--- config.mk ---
export PLATFORM = sky130hd
export DESIGN_NAME = postfix_expression_evaluator
export DESIGN_NICKNAME = d
export VERILOG_FILES = /design/src/hdl/pee_pkg.sv /design/src/hdl/pee_front.sv /design/src/hdl/pee_divider.sv /design/src/hdl/pee_back.sv /design/src/hdl/postfix_expression_evaluator.sv
export SDC_FILE = /design/constraint.sdc
export NUM_CORES = 2
export LEC_CHECK = 0
export ABC_AREA = 0
export BUFFER_PORTS_ARGS = -buffer_cell sky130_fd_sc_hd__buf_2
export CORE_MARGIN = 3
export CORE_UTILIZATION = 30
export CTS_CLUSTER_SIZE = 25
export DETAILED_ROUTE_END_ITERATION = 8
export PLACE_DENSITY = 0.51
export SYNTH_ARGS = -nofsm -noshare
export SYNTH_HDL_FRONTEND = slang
export SYNTH_SLANG_ARGS = --single-unit
--- constraint.sdc ---
create_clock -name clk -period 15.55 [get_ports clk]
set_input_delay 2.3325 -clock clk [delete_from_list [all_inputs] [get_ports clk]]
set_output_delay 2.3325 -clock clk [all_outputs]
set_load 0.02 [all_outputs]
--- src/hdl/pee_pkg.sv ---
package pee_pkg;

  localparam int STACK_DEPTH = 64;
  localparam int CNT_W       = $clog2(STACK_DEPTH + 1);
  localparam int ADDR_W      = $clog2(STACK_DEPTH);
  localparam int Q_DEPTH     = 4;
  localparam int Q_PTR_W     = $clog2(Q_DEPTH);
  localparam int WORD_W      = 32;

  localparam logic [7:0] CH_ZERO  = 8'h30;
  localparam logic [7:0] CH_NINE  = 8'h39;
  localparam logic [7:0] CH_PLUS  = 8'h2b;
  localparam logic [7:0] CH_MINUS = 8'h2d;
  localparam logic [7:0] CH_STAR  = 8'h2a;
  localparam logic [7:0] CH_SLASH = 8'h2f;

  localparam logic [2:0] ST_OK        = 3'd0;
  localparam logic [2:0] ST_UNDERFLOW = 3'd1;
  localparam logic [2:0] ST_DIVZERO   = 3'd2;
  localparam logic [2:0] ST_BADOP     = 3'd3;
  localparam logic [2:0] ST_LEFTOVER  = 3'd4;
  localparam logic [2:0] ST_OVERFLOW  = 3'd5;

  typedef enum logic [2:0] {
    OP_DIGIT = 3'd0,
    OP_ADD   = 3'd1,
    OP_SUB   = 3'd2,
    OP_MUL   = 3'd3,
    OP_DIV   = 3'd4,
    OP_BAD   = 3'd5
  } op_t;

  typedef struct packed {
    op_t        op;
    logic [3:0] digit;
    logic       last;
  } item_t;

  typedef struct packed {
    logic [CNT_W-1:0] count;
    logic [2:0]       err;
  } bk_stat_t;

endpackage

--- src/hdl/pee_front.sv ---
module pee_front (
  input  logic           clk,
  input  logic           rst_n,
  input  logic [7:0]     in_ch,
  input  logic           in_last,
  input  logic           in_push,
  output logic           in_full,
  output pee_pkg::item_t q_item,
  output logic           q_valid,
  input  logic           q_take
);
  import pee_pkg::*;

  item_t              dec;
  item_t              slot_r [Q_DEPTH];
  logic [Q_PTR_W-1:0] wptr_r, rptr_r;
  logic [Q_PTR_W:0]   fill_r;
  logic               wr, rd;

  always_comb begin
    dec.last  = in_last;
    dec.digit = 4'(in_ch - CH_ZERO);
    if (in_ch >= CH_ZERO && in_ch <= CH_NINE) begin
      dec.op = OP_DIGIT;
    end else begin
      unique case (in_ch)
        CH_PLUS:  dec.op = OP_ADD;
        CH_MINUS: dec.op = OP_SUB;
        CH_STAR:  dec.op = OP_MUL;
        CH_SLASH: dec.op = OP_DIV;
        default:  dec.op = OP_BAD;
      endcase
    end
  end

  assign in_full = (fill_r == (Q_PTR_W+1)'(Q_DEPTH));
  assign q_valid = (fill_r != '0);
  assign q_item  = slot_r[rptr_r];
  assign wr      = in_push && !in_full;
  assign rd      = q_take && q_valid;

  always_ff @(posedge clk) begin
    if (wr) begin
      slot_r[wptr_r] <= dec;
    end
  end

  always_ff @(posedge clk) begin
    if (!rst_n) begin
      wptr_r <= '0;
      rptr_r <= '0;
      fill_r <= '0;
    end else begin
      if (wr) wptr_r <= wptr_r + 1'b1;
      if (rd) rptr_r <= rptr_r + 1'b1;
      case ({wr, rd})
        2'b10:   fill_r <= fill_r + 1'b1;
        2'b01:   fill_r <= fill_r - 1'b1;
        default: fill_r <= fill_r;
      endcase
    end
  end

endmodule

--- src/hdl/pee_divider.sv ---
module pee_divider (
  input  logic                       clk,
  input  logic                       rst_n,
  input  logic                       start,
  input  logic [pee_pkg::WORD_W-1:0] dividend,
  input  logic [pee_pkg::WORD_W-1:0] divisor,
  output logic                       done,
  output logic [pee_pkg::WORD_W-1:0] quotient
);
  import pee_pkg::*;

  localparam int STEP_W = $clog2(WORD_W);

  logic [WORD_W-1:0] dvd_r, dvs_r, rem_r;
  logic [WORD_W:0]   trial, diff;
  logic [STEP_W-1:0] step_r;
  logic              busy_r, done_r, neg_r, fit;

  assign trial = {rem_r, dvd_r[WORD_W-1]};
  assign diff  = trial - {1'b0, dvs_r};
  assign fit   = !diff[WORD_W];

  always_ff @(posedge clk) begin
    if (start) begin
      dvd_r <= dividend[WORD_W-1] ? (~dividend + 1'b1) : dividend;
      dvs_r <= divisor[WORD_W-1] ? (~divisor + 1'b1) : divisor;
      rem_r <= '0;
      neg_r <= dividend[WORD_W-1] ^ divisor[WORD_W-1];
    end else if (busy_r) begin
      rem_r <= fit ? diff[WORD_W-1:0] : trial[WORD_W-1:0];
      dvd_r <= {dvd_r[WORD_W-2:0], fit};
    end
  end

  always_ff @(posedge clk) begin
    if (!rst_n) begin
      busy_r <= 1'b0;
      done_r <= 1'b0;
      step_r <= '0;
    end else begin
      done_r <= 1'b0;
      if (start) begin
        busy_r <= 1'b1;
        step_r <= '0;
      end else if (busy_r) begin
        step_r <= step_r + 1'b1;
        if (step_r == STEP_W'(WORD_W - 1)) begin
          busy_r <= 1'b0;
          done_r <= 1'b1;
        end
      end
    end
  end

  assign done     = done_r;
  assign quotient = neg_r ? (~dvd_r + 1'b1) : dvd_r;

endmodule

--- src/hdl/pee_back.sv ---
module pee_back (
  input  logic                       clk,
  input  logic                       rst_n,
  input  pee_pkg::item_t             q_item,
  input  logic                       q_valid,
  output logic                       q_take,
  output logic                       div_start,
  output logic [pee_pkg::WORD_W-1:0] div_a,
  output logic [pee_pkg::WORD_W-1:0] div_b,
  input  logic                       div_done,
  input  logic [pee_pkg::WORD_W-1:0] div_q,
  output logic                       out_empty,
  input  logic                       out_pop,
  output logic [pee_pkg::WORD_W-1:0] out_value,
  output logic [2:0]                 out_status,
  output pee_pkg::bk_stat_t          stat
);
  import pee_pkg::*;

  typedef enum logic [4:0] {
    S_IDLE = 5'b00001,
    S_EXEC = 5'b00010,
    S_DIV  = 5'b00100,
    S_FIN  = 5'b01000,
    S_HOLD = 5'b10000
  } bst_t;

  localparam logic [CNT_W-1:0] FULL_CNT = CNT_W'(STACK_DEPTH);

  logic [WORD_W-1:0] mem [STACK_DEPTH];
  logic [WORD_W-1:0] rd_data_r, tos_r, tos_nxt, sum, dif;
  logic [2*WORD_W-1:0] prod;
  logic [CNT_W-1:0]  count_r, count_nxt, cnt_m1, cnt_m2;
  logic [2:0]        err_r, err_nxt;
  bst_t              state_r, state_nxt;
  op_t               op_r, op_nxt;
  logic              last_r, last_nxt;
  logic              mem_we, mem_re;
  logic              out_valid_r, out_load;
  logic [WORD_W-1:0] out_value_r, fin_value;
  logic [2:0]        out_status_r, fin_status;

  assign cnt_m1 = count_r - 1'b1;
  assign cnt_m2 = count_r - 2'd2;
  assign sum    = rd_data_r + tos_r;
  assign dif    = rd_data_r - tos_r;
  assign prod   = rd_data_r * tos_r;
  assign div_a  = rd_data_r;
  assign div_b  = tos_r;

  always_comb begin
    fin_value  = '0;
    fin_status = err_r;
    if (err_r == ST_OK) begin
      if (count_r == '0) begin
        fin_status = ST_UNDERFLOW;
      end else if (count_r != CNT_W'(1)) begin
        fin_status = ST_LEFTOVER;
      end else begin
        fin_value = tos_r;
      end
    end
  end

  always_comb begin
    state_nxt = state_r;
    count_nxt = count_r;
    err_nxt   = err_r;
    tos_nxt   = tos_r;
    op_nxt    = op_r;
    last_nxt  = last_r;
    q_take    = 1'b0;
    mem_we    = 1'b0;
    mem_re    = 1'b0;
    div_start = 1'b0;
    out_load  = 1'b0;
    unique case (state_r)
      S_IDLE: begin
        if (q_valid) begin
          q_take   = 1'b1;
          op_nxt   = q_item.op;
          last_nxt = q_item.last;
          state_nxt = q_item.last ? S_FIN : S_IDLE;
          if (err_r == ST_OK) begin
            if (q_item.op == OP_DIGIT) begin
              if (count_r == FULL_CNT) begin
                err_nxt = ST_OVERFLOW;
              end else begin
                mem_we    = (count_r != '0);
                tos_nxt   = {{(WORD_W-4){1'b0}}, q_item.digit};
                count_nxt = count_r + 1'b1;
              end
            end else if (count_r < CNT_W'(2)) begin
              err_nxt = ST_UNDERFLOW;
            end else begin
              mem_re    = 1'b1;
              state_nxt = S_EXEC;
            end
          end
        end
      end
      S_EXEC: begin
        state_nxt = last_r ? S_FIN : S_IDLE;
        count_nxt = cnt_m1;
        case (op_r)
          OP_ADD: tos_nxt = sum;
          OP_SUB: tos_nxt = dif;
          OP_MUL: tos_nxt = prod[WORD_W-1:0];
          OP_DIV: begin
            if (tos_r == '0) begin
              err_nxt = ST_DIVZERO;
            end else begin
              div_start = 1'b1;
              count_nxt = count_r;
              state_nxt = S_DIV;
            end
          end
          default: err_nxt = ST_BADOP;
        endcase
      end
      S_DIV: begin
        if (div_done) begin
          tos_nxt   = div_q;
          count_nxt = cnt_m1;
          state_nxt = last_r ? S_FIN : S_IDLE;
        end
      end
      S_FIN: begin
        if (!out_valid_r || out_pop) begin
          out_load  = 1'b1;
          count_nxt = '0;
          err_nxt   = ST_OK;
          state_nxt = S_IDLE;
        end else begin
          state_nxt = S_HOLD;
        end
      end
      S_HOLD: begin
        if (out_pop) begin
          out_load  = 1'b1;
          count_nxt = '0;
          err_nxt   = ST_OK;
          state_nxt = S_IDLE;
        end
      end
      default: state_nxt = S_IDLE;
    endcase
  end

  always_ff @(posedge clk) begin
    if (mem_we) begin
      mem[cnt_m1[ADDR_W-1:0]] <= tos_r;
    end
    if (mem_re) begin
      rd_data_r <= mem[cnt_m2[ADDR_W-1:0]];
    end
  end

  always_ff @(posedge clk) begin
    tos_r  <= tos_nxt;
    op_r   <= op_nxt;
    last_r <= last_nxt;
    if (out_load) begin
      out_value_r  <= fin_value;
      out_status_r <= fin_status;
    end
  end

  always_ff @(posedge clk) begin
    if (!rst_n) begin
      state_r     <= S_IDLE;
      count_r     <= '0;
      err_r       <= ST_OK;
      out_valid_r <= 1'b0;
    end else begin
      state_r <= state_nxt;
      count_r <= count_nxt;
      err_r   <= err_nxt;
      if (out_load) begin
        out_valid_r <= 1'b1;
      end else if (out_pop) begin
        out_valid_r <= 1'b0;
      end
    end
  end

  assign out_empty  = !out_valid_r;
  assign out_value  = out_value_r;
  assign out_status = out_status_r;
  assign stat.count = count_r;
  assign stat.err   = err_r;

endmodule

--- src/hdl/postfix_expression_evaluator.sv ---
// Postfix expression evaluator. Characters go in one per transfer, with in_last set on the
// final one; that character yields exactly one result (out_value, out_status) and clears the
// stack for the next expression. A front decoder feeds a four-entry queue, so in_full only
// rises once the back end falls behind. The back end takes a digit directly; + - * and an
// unknown character first do a registered read of the second operand from the stack RAM
// and then an execute step when two operands are present, else they are taken directly;
// / also waits in a divide state for the 32-step radix-2 divider, unless the execute step
// finds a zero divisor; while an error is pending every character is taken directly. The
// final character then passes a finish state that loads the result register, or a hold state
// while the previous result waits to be popped. No clearing pass is needed after reset.
module postfix_expression_evaluator (
  input  logic                       clk,
  input  logic                       rst_n,
  input  logic [7:0]                 in_ch,
  input  logic                       in_last,
  input  logic                       in_push,
  output logic                       in_full,
  output logic signed [31:0]         out_value,
  output logic [2:0]                 out_status,
  output logic                       out_empty,
  input  logic                       out_pop
);
  import pee_pkg::*;

  item_t             q_item;
  logic              q_valid, q_take;
  logic              div_start, div_done;
  logic [WORD_W-1:0] div_a, div_b, div_q, value;
  bk_stat_t          stat;

  pee_front u_front (
    .clk     (clk),
    .rst_n   (rst_n),
    .in_ch   (in_ch),
    .in_last (in_last),
    .in_push (in_push),
    .in_full (in_full),
    .q_item  (q_item),
    .q_valid (q_valid),
    .q_take  (q_take)
  );

  pee_divider u_div (
    .clk      (clk),
    .rst_n    (rst_n),
    .start    (div_start),
    .dividend (div_a),
    .divisor  (div_b),
    .done     (div_done),
    .quotient (div_q)
  );

  pee_back u_back (
    .clk        (clk),
    .rst_n      (rst_n),
    .q_item     (q_item),
    .q_valid    (q_valid),
    .q_take     (q_take),
    .div_start  (div_start),
    .div_a      (div_a),
    .div_b      (div_b),
    .div_done   (div_done),
    .div_q      (div_q),
    .out_empty  (out_empty),
    .out_pop    (out_pop),
    .out_value  (value),
    .out_status (out_status),
    .stat       (stat)
  );

  assign out_value = $signed(value);

  a_count_bound: assert property (@(posedge clk) disable iff (!rst_n)
    stat.count <= CNT_W'(STACK_DEPTH))
    else $error("stack count beyond depth");

  a_err_value_zero: assert property (@(posedge clk) disable iff (!rst_n)
    (!out_empty && out_status != ST_OK) |-> (out_value == '0))
    else $error("nonzero value with error status");

  a_status_range: assert property (@(posedge clk) disable iff (!rst_n)
    !out_empty |-> (out_status <= ST_OVERFLOW))
    else $error("status code out of range");

  a_result_held: assert property (@(posedge clk) disable iff (!rst_n)
    (!out_empty && !out_pop) |=> (!out_empty && $stable(out_value) && $stable(out_status)))
    else $error("waiting result changed before transfer");

endmodule

### Yosys cells after proc, flatten, opt, wreduce, memory -nomap -nowiden

Memory sizes are Yosys's and may differ from the RTL's. A register that Yosys moved wholly into a read port is not among the register bits.
Index checks and enable logic that the tools add are counted.

| storage, ports and cells | value |
|---|---|
| RAM bits | 2080 |
| memories kept | 2 |
| logic and storage cells | 188 |
| flip-flop bits (word level) | 198 |
| input bits | 13 |
| output and inout bits | 37 |

Memory list:

| memory | words | bits a word | rd ports | clocked after memory_dff | wr ports | RTL line | text |
|---|---|---|---|---|---|---|---|
| u_back.mem | 64 | 32 | 1 | 1 | 1 | pee_back.sv:30 | `logic [WORD_W-1:0] mem [STACK_DEPTH];` |
| u_front.slot_r | 4 | 8 | 1 | 1 | 1 | pee_front.sv:15 | `item_t slot_r [Q_DEPTH];` |

| operators by class | value |
|---|---|
| reductions and logical operators | 28 |
| add/sub/neg operators | 15 |
| multiply operators | 1 |
| $lt $le $gt $ge | 3 |
| mux-type cells | 81 |
| bitwise logic cells | 7 |
| equality and inequality tests | 31 |

Operator list:

| operator | count |
|---|---|
| 32-bit two-way mux | 10 |
| 32-bit one-hot mux with 3 select lines | 2 |
| 32-bit by 1-bit adder with 32-bit output (second input constant) | 3 |
| 32-bit NOT | 3 |
| 7-bit two-way mux | 9 |
| 5-bit two-way mux | 9 |
| 3-bit two-way mux | 12 |
| 7-bit one-hot mux with 5 select lines | 1 |
| 33-bit by 32-bit subtractor with 33-bit output | 1 |
| 32-bit adder | 1 |
| 8-bit by 6-bit equality test with 1-bit output (second input constant) | 4 |
| 32-bit zero test | 1 |
| 32-bit by 32-bit multiplier with 32-bit output | 1 |
| 32-bit subtractor | 1 |
| 31-bit two-way mux | 1 |
| 1-bit two-way mux | 27 |
| 5-bit one-hot mux with 5 select lines | 1 |
| 3-bit one-hot mux with 4 select lines | 2 |
| 9-bit AND reduction | 2 |
| 3-bit one-hot mux with 2 select lines | 2 |
| 5-bit equality test (second input constant) | 2 |
| 2-bit inequality test (second input constant) | 5 |
| 3-bit OR reduction | 3 |
| 8-bit by 6-bit greater-or-equal comparator with 1-bit output (second input constant) | 1 |
| other kinds (45) | 62 |

### Logic depth before layout (Yosys ltp)

| depth | value |
|---|---|
| word-level depth | 8 |
| depth in mapped cells | 28 |
| mapped depth without buffers | 26 |

### By module

A second synthesis with hierarchy kept.

| unflattened totals | value |
|---|---|
| cell total of the unflattened synthesis | 6437 |
| area, all modules | 110119.4 um^2 |

By module, submodules not included:

| module | instances | seq. area each (um^2) | cells an instance | area an instance (um^2) |
|---|---|---|---|---|
| pee_back | 1 | 64912.3 | 5458 | 100637.8 |
| pee_divider | 1 | 2732.6 | 870 | 7726.2 |
| pee_front | 1 | 1141.1 | 109 | 1755.4 |

### Worst setup path before layout

Ideal clock, no wire load.

| timing | value |
|---|---|
| path type | flip-flop to flip-flop |
| from | register u_back.tos_r[6], in the netlist u_back.div_b[6] |
| to | register u_back.tos_r[31], in the netlist u_back.div_b[31] (data pin) |
| slack | 7741 ps |
| data required time | 15288 ps |
| path buffers | 2 |
| clock period less this slack | 7809 ps |
| stages on the path, launching flop included | 26 |
| library setup time | 262 ps |
| arrival time | 7548 ps |
| cell sequence | edfxtp_1 -> clkbuf_1 -> clkbuf_1 -> and2_1 -> fa_1 -> fa_1 -> fa_1 -> inv_1 -> fa_1 -> inv_1 -> fa_1 -> inv_1 -> fa_1 -> inv_1 -> fa_1 -> fa_1 -> ha_1 -> and3_1 -> a31oi_1 -> o21ai_0 -> a22o_1 -> a211oi_1 -> o21ai_0 -> xnor2_1 -> a31oi_1 -> nand3b_1 |

| on the way | value |
|---|---|
| longest elaborated chain between the ends | 3 |
| elaborated cells between the ends (all ways) | 5 |
| classes of those cells | add/sub: 2; mul: 1; mux: 2 |

RTL lines:

| item | RTL line | text |
|---|---|---|
| from (decl) | pee_back.sv:31 | `logic [WORD_W-1:0] rd_data_r, tos_r, tos_nxt, sum, dif;` |
| from (signal assigned) | pee_back.sv:160 | `tos_r <= tos_nxt;` |
| 32-bit by 32-bit multiplier with 32-bit output, or another cell as far along | pee_back.sv:47 | `assign prod = rd_data_r * tos_r;` |
| 32-bit one-hot mux with 3 select lines (*) | pee_back.sv:105 | `case (op_r)` |
| 32-bit one-hot mux with 3 select lines (*) | pee_back.sv:77 | `unique case (state_r)` |
| named net u_back.tos_nxt[31] | pee_back.sv:31 |  |

The timed path passes the listed nets; every way through them passes the cells marked *.
A chain may end at the register's enable or synchronous reset.

### Final worst setup path

| timing | value |
|---|---|
| from | register u_back.tos_r[2], in the netlist u_back.div_b[2] |
| to | register u_back.tos_r[30], in the netlist u_back.div_b[30] (data pin) |

The elaborated chain is that of the path after synthesis.

==> impl_metrics.tcl <==
set metrics [dict create \
    outcome "completed" \
    nNetsFinal 7220 \
    whs_path_depth 2 \
    async_flop_share_pct 0 \
    drtIter0Drc 6171 \
    use_met3_pct 2.19 \
    syn_avg_cell_area_sq_um 17.0 \
    clk_path_buf_depth 4 \
    ys.flop_type "edfxtp_1" \
    fp.coreArea_sq_um 363000 \
    worst-path-max-fanout 91 \
    synthesis.area_sq_um 110000 \
    reg2reg_depth 25 \
    busiest_layer "met2" \
    synth_warnings 0 \
    slowest_delay_ns 0.82 \
    drt-vias-per-instance 5.13 \
    htreeDepth 5 \
    required_ns 16.10 \
    clk_latency_ns 0.91 \
    num_io_pins 50 \
    grt_pass1_wl_mm 462 \
    rrSetupSlack_ns 7.35 \
    setup-violations-final 0 \
    routedWlPerCell_um 27.9 \
    dieArea_sq_um 373000 \
    via_count 59541 \
    cpMostUsedCell "fa_1" \
    yosysTopAreaCellShare_pct 61.5 \
    r2r-start "u_back.div_b[2]$_DFFE_PP_" \
    cts_hold_buf 0 \
    stdcell_area_sq_um 125000 \
    grt_usage_pct 17.2 \
    start_kind "flip-flop" \
    die_x_um 611 \
    holdPathEnd "u_div.rem_r[1]$_SDFFE_PP0P_" \
    reg2reg_to "u_back.div_b[30]$_DFFE_PP_" \
    fin_crit_sh_pct 52.8 \
    drtPass1Iterations 7 \
    min_from "u_div.rem_r[1]$_SDFFE_PP0P_" \
    use_met1_pct 23.7 \
    drc 0 \
    cts_setup_buffers 0 \
    die_h_um 611 \
    io_buffers 49 \
    ant_nets 0 \
    synth.distinct_cells 71 \
    period_needed_ns 8.20 \
    worstHoldPathType "reg2reg" \
    yosys.area.top_type "edfxtp_1" \
    rows 221 \
    crit_cells 25 \
    clk_pin_slew_ns 0.06 \
    synth_seq_area_share_pct 62.7 \
    dpl_cell_area_sq_um 117000 \
    yosys-top-cells-area "edfxtp_1 (62%), mux4_2 (14%), fa_1 (7.5%), ha_1 (2.3%), and2_1 (2.0%)" \
    hold_viol 0 \
    worst_pin_slew_ns 1.31 \
    crit_slowest_cell "buf_4" \
    worst-path-buf-inv 5 \
    ys_ff_latch 2312 \
    antenna_found_initial 20 \
    grt_max_degree 115 \
    fmaxAchievable_ghz 0.122 \
    cts.sinks 2312 \
    start_util_pct 30.2 \
    hpwl_mm 183 \
    tritoncts "yes" \
    syn-instance-count 6443 \
    synth_most_common_cell "edfxtp_1" \
    area_growth_pct 14.1 \
    gp_congestion 0.845 \
    wirelength_mm 324 \
    numCtsBuffers 266 \
    critical_path_class "reg2reg" \
    cts-root-buf "clkbuf_16" \
    first_global_vias 62383 \
    syn_nets 7071 \
    cts_resized 0 \
    fin_tns_setup_ns 0 \
    synth_edf_count 2248 \
    synth_common_cells "edfxtp_1 (2,248), mux4_2 (664), inv_1 (450), nand2_1 (413), fa_1 (411)" \
    use_met2_pct 28.5 \
    slew_violations 0 \
    grt_overflow 0 \
    drive_gt1_share_pct 20.1 \
    relSlewSlack_pct 13.0 \
    worstPathArrival_ns 8.75 \
    endpoint_kind "flip-flop" \
    crit_family "adder cells" \
    fin_skew_ns 0.0825 \
    rsz0062_at_grt "no" \
    maxCapViolCount 0 \
]
stage by stage:
stage	hold slack (ns)	worst slack [ns]	instances	utilization (%)
floorplan	0.440	7.74	6443	-
global route	0.506	6.90	11596	34.5
global placement	0.461	7.49	11118	32.1
detailed placement	0.479	7.37	11118	32.1
CTS	0.486	7.33	11589	34.5
finish	0.487	7.35	11600	34.5
state kept, by name (all words and copies together) (netlist names), 2 cells and up, named ones only:
register           cells
u_back.mem          2048
u_back.div_a          32
u_back.div_b          32
u_back.out_value      32
u_div.dvd_r           32
u_div.dvs_r           32
u_div.rem_r           32
u_front.slot_r        32
u_back.count_r         7
u_back.state_r         5
u_div.step_r           5
u_back.err_r           3
u_back.op_r            3
u_back.out_status      3
u_front.fill_r         3
u_front.rptr_r         2
u_front.wptr_r         2
layout make-up:
type | instances | area, sq um
diodes | 11 | 27.5
flip-flops and latches | 2312 | 68800
fillers | 34555 | 238000
well taps | 4794 | 6000
multi-input cells | 3324 | 38400
clock buffers | 331 | 7040
inverters | 450 | 1690
repair buffers | 238 | 1790
clock inverters | 140 | 1440
logic make-up after synthesis:
kind of cell | synth area share (%)
buffers and inverters | 2.77
muxes | 14.0
adders and majority gates | 9.83
and+or+nand+nor | 5.36
DFF | 62.7
xor gates and xnor gates | 2.16
AOI/OAI and AO/OA | 3.20
how the worst max path moves through the flow:
| stage | startpoint | to | slack (ns) |
|---|---|---|---|
| 5_1_grt | u_back.div_b[17]$_DFFE_PP_ | u_back.div_b[31]$_DFFE_PP_ | 6.90 |
| 4_1_cts | u_back.div_b[17]$_DFFE_PP_ | u_back.div_b[31]$_DFFE_PP_ | 7.33 |
| 3_5_place_dp | u_back.div_b[17]$_DFFE_PP_ | u_back.div_b[31]$_DFFE_PP_ | 7.37 |
| 2_1_floorplan | u_back.div_b[6]$_DFFE_PP_ | u_back.div_b[31]$_DFFE_PP_ | 7.74 |
| 3_3_place_gp | u_back.div_b[2]$_DFFE_PP_ | u_back.div_b[31]$_DFFE_PP_ | 7.49 |
| 6_report | u_back.div_b[2]$_DFFE_PP_ | u_back.div_b[30]$_DFFE_PP_ | 7.35 |
worst min-delay path: stages (launching register included):
cell and delay (ns):
dfxtp_1 0.32, nand2_1 0.05, o21ai_0 0.06
cells in the final DEF, fill, tap and decap left out, drive strengths merged, types with 21 or more instances in the layout:
cell and instances:
mux4 664, fa 411, o21a 23, a21o 34, a21oi 119, dfxtp 64, a211oi 24, clkinv 94
nor2b 35, edfxtp 2248, nor3 30, nor2 159, inv 464, ha 204, nand2 413, nand3 35
bufinv 21, clkbuf 331, xnor2 141, o21ai 199, and2 357, buf 238, mux2i 35, o31ai 36
or3 31, xor2 129, nand2b 27
routing by layer:
layer / wire (um) / vias to the layer above
met5: 0 / -
met4: 8780 / 0
met3: 19600 / 461
met2: 156000 / 2144
met1: 139000 / 32253
li1: - / 24683
Power is not shown: default switching activity piles up to over one toggle a cycle in this logic, so the estimate is an artifact.
